**config.mk**
```make
export PLATFORM = sky130hd
export DESIGN_NAME = v3au_div
export DESIGN_NICKNAME = d
export VERILOG_FILES = /design/src/rtl/v3au_pkg.sv /design/src/rtl/v3au_div.sv
export SDC_FILE = /design/constraint.sdc
export NUM_CORES = 2
export LEC_CHECK = 0
export ABC_AREA = 1
export BUFFER_PORTS_ARGS = -buffer_cell sky130_fd_sc_hd__buf_2
export CELL_PAD_IN_SITES_DETAIL_PLACEMENT = 1
export CELL_PAD_IN_SITES_GLOBAL_PLACEMENT = 2
export CORE_MARGIN = 4
export CORE_UTILIZATION = 38
export CTS_BUF_LIST = sky130_fd_sc_hd__clkbuf_8 sky130_fd_sc_hd__clkbuf_16
export DETAILED_ROUTE_END_ITERATION = 7
export PLACE_DENSITY = 0.92
export SLEW_MARGIN = 30
export SYNTH_ARGS = -nofsm -noshare
export SYNTH_HDL_FRONTEND = slang
export SYNTH_SLANG_ARGS = --single-unit
```
**constraint.sdc**
```tcl
create_clock -name i_clk -period 2.8 [get_ports i_clk]
set_input_delay 0.14 -clock i_clk [delete_from_list [all_inputs] [get_ports i_clk]]
set_output_delay 0.14 -clock i_clk [all_outputs]
set_load 0.05 [all_outputs]
```
**src/rtl/v3au_pkg.sv**
```systemverilog
// shared types and constants of the three-component vector unit
`default_nettype none

package v3au_pkg;

    localparam int DATA_W = 32;

    typedef enum logic [2:0] {
        OP_DOT   = 3'd0,
        OP_CROSS = 3'd1,
        OP_SCALE = 3'd2,
        OP_ADD   = 3'd3,
        OP_MAG   = 3'd4,
        OP_NORM  = 3'd5
    } t_op;

endpackage

`default_nettype wire

```
**src/rtl/v3au_div.sv**
```systemverilog
// pipelined restoring divider for normalise, one quotient bit per stage
`default_nettype none

module v3au_div
    import v3au_pkg::*;
#(
    parameter int FRAC_BITS = 16
) (
    input  wire logic                  i_clk,
    input  wire logic                  i_en,
    input  wire logic [DATA_W-1:0]     i_ua,
    input  wire logic [DATA_W-1:0]     i_mag,
    output logic      [FRAC_BITS:0]    o_q
);

    localparam int DW = DATA_W + FRAC_BITS;
    localparam int NS = FRAC_BITS + 1;

    logic [DW-1:0]     r_rem [NS];
    logic [FRAC_BITS:0] r_q  [NS];
    logic [DATA_W-1:0] r_mag [FRAC_BITS];

    // |a| <= magnitude, so the quotient never exceeds one in fixed point
    for (genvar s = 0; s < NS; s++) begin : g_step
        localparam int B = FRAC_BITS - s;
        logic [DW-1:0]      rem_in, dvs, n_rem;
        logic [FRAC_BITS:0] q_in, n_q;
        logic [DATA_W-1:0]  mag_in;
        logic               ge;

        if (s == 0) begin : g_first
            assign rem_in = {i_ua, FRAC_BITS'(0)};
            assign q_in   = '0;
            assign mag_in = i_mag;
        end else begin : g_next
            assign rem_in = r_rem[s-1];
            assign q_in   = r_q[s-1];
            assign mag_in = r_mag[s-1];
        end

        always_comb begin
            dvs   = DW'(mag_in) << B;
            ge    = (rem_in >= dvs);
            n_rem = ge ? (rem_in - dvs) : rem_in;
            n_q   = ge ? (q_in | ((FRAC_BITS+1)'(1) << B)) : q_in;
        end

        always_ff @(posedge i_clk) begin
            if (i_en) begin
                r_rem[s] <= n_rem;
                r_q[s]   <= n_q;
            end
        end

        if (s < NS - 1) begin : g_mag
            always_ff @(posedge i_clk) begin
                if (i_en) begin
                    r_mag[s] <= mag_in;
                end
            end
        end
    end

    assign o_q = r_q[NS-1];

endmodule

`default_nettype wire

```
==> flow_summary.yaml <==
outcome:
  status: "completed"
route:
  drc: 0
  ant_nets: 0
  drt_first_pass_iters: 6
  wire_per_inst_um: 21.0
  drtIter0Drc: 6484
  finalWirelength_um: 390000
  vias: 92600
  via_per_inst: 4.98
power_and_ir_drop:
  combPwrFrac: 0.537
  p_leak_uw: 0.0602
  total_power_uw: 115000
  p_seq_frac: 0.282
  ir_drop_v: 0.000686
  p_int_uw: 60800
  powerDensity_nw_per_um2: 1010
  sw_frac_of_total: 0.473
  p_clk_frac: 0.181
  switchingPower_uw: 54500
sta:
  period_needed_ns: 2.76
  layout_setup_ws_ns: 0.0445
  clock_skew_ns: 0.0408
  hold_violations: 0
  max_slew_margin: 0.481
  fin_tns_setup_ns: 0
  slew_violations: 0
  min_period_over_period: 0.984
  worst_pin_slew_ns: 0.779
  setup_viol: 0
  timing.fmax_mhz: 363
critical_path:
  arrival_ns: 3.27
  cp-end-kind: "flip-flop"
  cp_top_family: "simple AND/OR/NAND/NOR gates"
  worstPathCellList: "inv_1 > ha_1 > nand2_1 > nand3_1 > nand2_1 > nand3_2 > nand2_1 > nand2_1 > nand2_1 > nand2_4 > buf_12 > nand2_1 > nand2_1"
  cp.required_ns: 3.31
  slowest_stage: "edfxtp_1"
  critical_path_class: "reg -> reg"
  cp_common_cell: "nand2_1"
  crit_fanout: 14
  slowest_delay_ns: 0.46
  start_kind: "flip-flop"
  worstPathBufferInverterCount: 2
final_layout:
  final_util: 0.452
  ff_latch_area_um2: 38900
  fillers: 32700
  drive_above_1_share: 0.0963
  multi_input_area_um2: 46700
  final_cell_count_no_fill: 18600
  area_delta_synth_final_pct: 18.5
  final_nets: 15700
yosys:
  synth-seq-cells: 1297
  synth_edf_count: 1297
  synth_xor_area_frac: 0.0262
  synth-simple-area-share: 0.344
  yosysTopAreaCellShare: 0.402
  synth.distinct_cells: 44
  synthArstFlopShare: 0
  netlist_instances: 14000
  synth_top_family_by_area: "simple AND/OR/NAND/NOR gates"
  syn_nets: 14600
  syn_avg_cell_area_um2: 6.90
  yosysWarnings: 0
  yosysSeqAreaShare: 0.402
  synth_compound_area_frac: 0.0321
  syn_area_um2: 96800
  yosysTopAreaCell: "edfxtp_1"
  yosys-mux-area-fraction: 0
  synthAdderAreaFrac: 0.0735
  synth_flop_cell: "edfxtp_1"
  synth_area_leaders: "edfxtp_1 40%, nand2_1 23%, inv_1 11%"
clocking:
  cts.sinks: 1297
  clock_path_buffers: 3
  htree_levels: 4
  cts_buffers: 157
  cts_tree: "built"
  ctsRootBufferMaster: "clkbuf_16"
  clk_latency_ns: 0.83
  clk_pin_slew_ns: 0.06
grt:
  globalRouteOverflowTotal: 0
  grt_pass1_vias: 95200
  antenna_found_initial: 14
  grt_max_degree: 115
  grt_usage: 0.289
  grt_pass1_wl_um: 580000
floorplan:
  ios: 83
  die_x_um: 513
  fp.coreArea_um2: 254000
  start_util: 0.381
  dieArea_um2: 263000
  placementRows: 185
  chipHeight_um: 513
flow_run:
  drv_cap: 0
worst_hold_path:
  min_path_type: "in -> reg"
place:
  gp_congestion: 0.969
  dp_hpwl_um: 325000
  numPortBuffers: 82
  dp_cells: 18200
  dp_slack_ns: -0.245
placed cells by master (no fill, tap or decap), types with 14 or more instances in the layout:
master / count
a21oi_1: 406
a21oi_2: 31
and2_1: 30
buf_12: 63
buf_2: 81
buf_4: 805
bufinv_16: 16
clkbuf_16: 160
clkinv_1: 25
clkinv_2: 26
clkinvlp_4: 15
dlygate4sd3_1: 69
edfxtp_1: 1297
fa_1: 15
ha_1: 504
ha_2: 20
ha_4: 19
inv_1: 2942
nand2_1: 5950
nand2_2: 52
nand3_1: 717
nand3_2: 24
nand3b_1: 64
nand4_1: 180
nor2_1: 1003
nor2_2: 56
nor3_1: 112
o21ai_0: 76
o21ai_1: 21
o21bai_1: 30
xnor2_1: 14
xor2_1: 275
cell usage after synthesis, types with 2 or more instances:
library cell / instances
a21boi_0: 2
a21o_1: 3
a21oi_1: 417
a21oi_2: 24
and2_1: 30
and3_1: 3
buf_1: 2
buf_2: 51
buf_4: 29
buf_6: 25
clkbuf_1: 3
edfxtp_1: 1297
fa_1: 16
ha_1: 543
inv_1: 2921
inv_2: 8
nand2_1: 5981
nand2_2: 23
nand2_4: 5
nand3_1: 726
nand3_2: 15
nand3b_1: 64
nand4_1: 180
nor2_1: 1041
nor2_2: 22
nor2_4: 9
nor3_1: 116
nor3_2: 6
nor3b_1: 2
nor4_1: 15
nor4_4: 3
o211ai_1: 3
o21a_1: 4
o21ai_0: 78
o21ai_1: 20
o21bai_1: 30
or2_2: 10
xnor2_1: 14
xor2_1: 275
per-layer routing:
metal	GRT usage	vias up	routed length, um
met5	0	-	21
met4	0.121	4	20000
met3	0.0282	646	15800
li1	-	45400	-
met1	0.362	44500	166000
met2	0.506	2046	188000
power by group through the flow:
stage               Combinational, uW  Sequential [uW]  Clock [uW]
finish                          61900            32500       20900
global placement                58500            32800           0
detailed placement              60000            32900           0
global route                    68800            32800       22200
CTS                             60700            32600       21300
floorplan                       36700            30100           0
flip-flops by register name (all words and copies together), names as in the netlist:
signal	count
r_q	153
r_mag	512
r_rem	632
final cells by class:
type | count | share of cell area
multi-input cells | 9685 | 0.407
well taps | 3366 | 0.0367
diodes | 4 | 0.0000873
inverters | 2929 | 0.0959
clock buffers | 157 | 0.0343
clock inverters | 130 | 0.0112
repair buffers | 1031 | 0.0751
flip-flops and latches | 1297 | 0.340
worst paths after layout:
path / startpoint / endpoint / slack (ns) / cells past startpoint
max: r_mag[1][66]$_DFFE_PP_ / r_rem[0][537]$_DFFE_PP_ / 0.04 / 13
max reg2reg: r_mag[1][66]$_DFFE_PP_ / r_rem[0][537]$_DFFE_PP_ / 0.04 / 13
min reg2reg: r_q[1][45]$_DFFE_PP_ / r_q[1][62]$_DFFE_PP_ / 0.42 / 0
min: i_mag[10] / r_mag[0][10]$_DFFE_PP_ / 0.07 / 2
cells by family (layout without fill, tap and decap cells):
| kind of cell | count (synthesis) | in the layout |
|---|---|---|
| compound gates | 582 | 582 |
| xor+xnor | 289 | 289 |
| fa+ha+maj | 559 | 559 |
| buf+inv | 3039 | 4247 |
| flops | 1297 | 1297 |
| other cells | 0 | 4 |
| simple gates | 8255 | 8255 |
timing repair:
item / CTS / global route
endpoints found under the setup margin: 87 / 378
endpoints found under the hold margin: 221 / 0
buffers inserted: 13 / 44
hold buffers: 69 / 0
gates resized for setup: 17 / 144
pin swaps: 1 / 9
cloned: 0 / 3
worst reg2reg max path, stage by stage (launching register included):
cell and delay (ns):
edfxtp_1 0.46, inv_1 0.07, ha_1 0.36, nand2_1 0.12
nand3_1 0.20, nand2_1 0.16, nand3_2 0.13, nand2_1 0.13
nand2_1 0.14, nand2_1 0.17, nand2_4 0.11, buf_12 0.18
nand2_1 0.08, nand2_1 0.16
per-stage QoR:
step	hold slack [ns]	cell area (um2)
after global routing	0.0263	115000
after CTS	0.000597	114000
after floorplan	0.239	96800
after detailed placement	0.339	108000
final	0.0718	115000
after global placement	0.335	108000
Power figures use the tool's default switching activity.
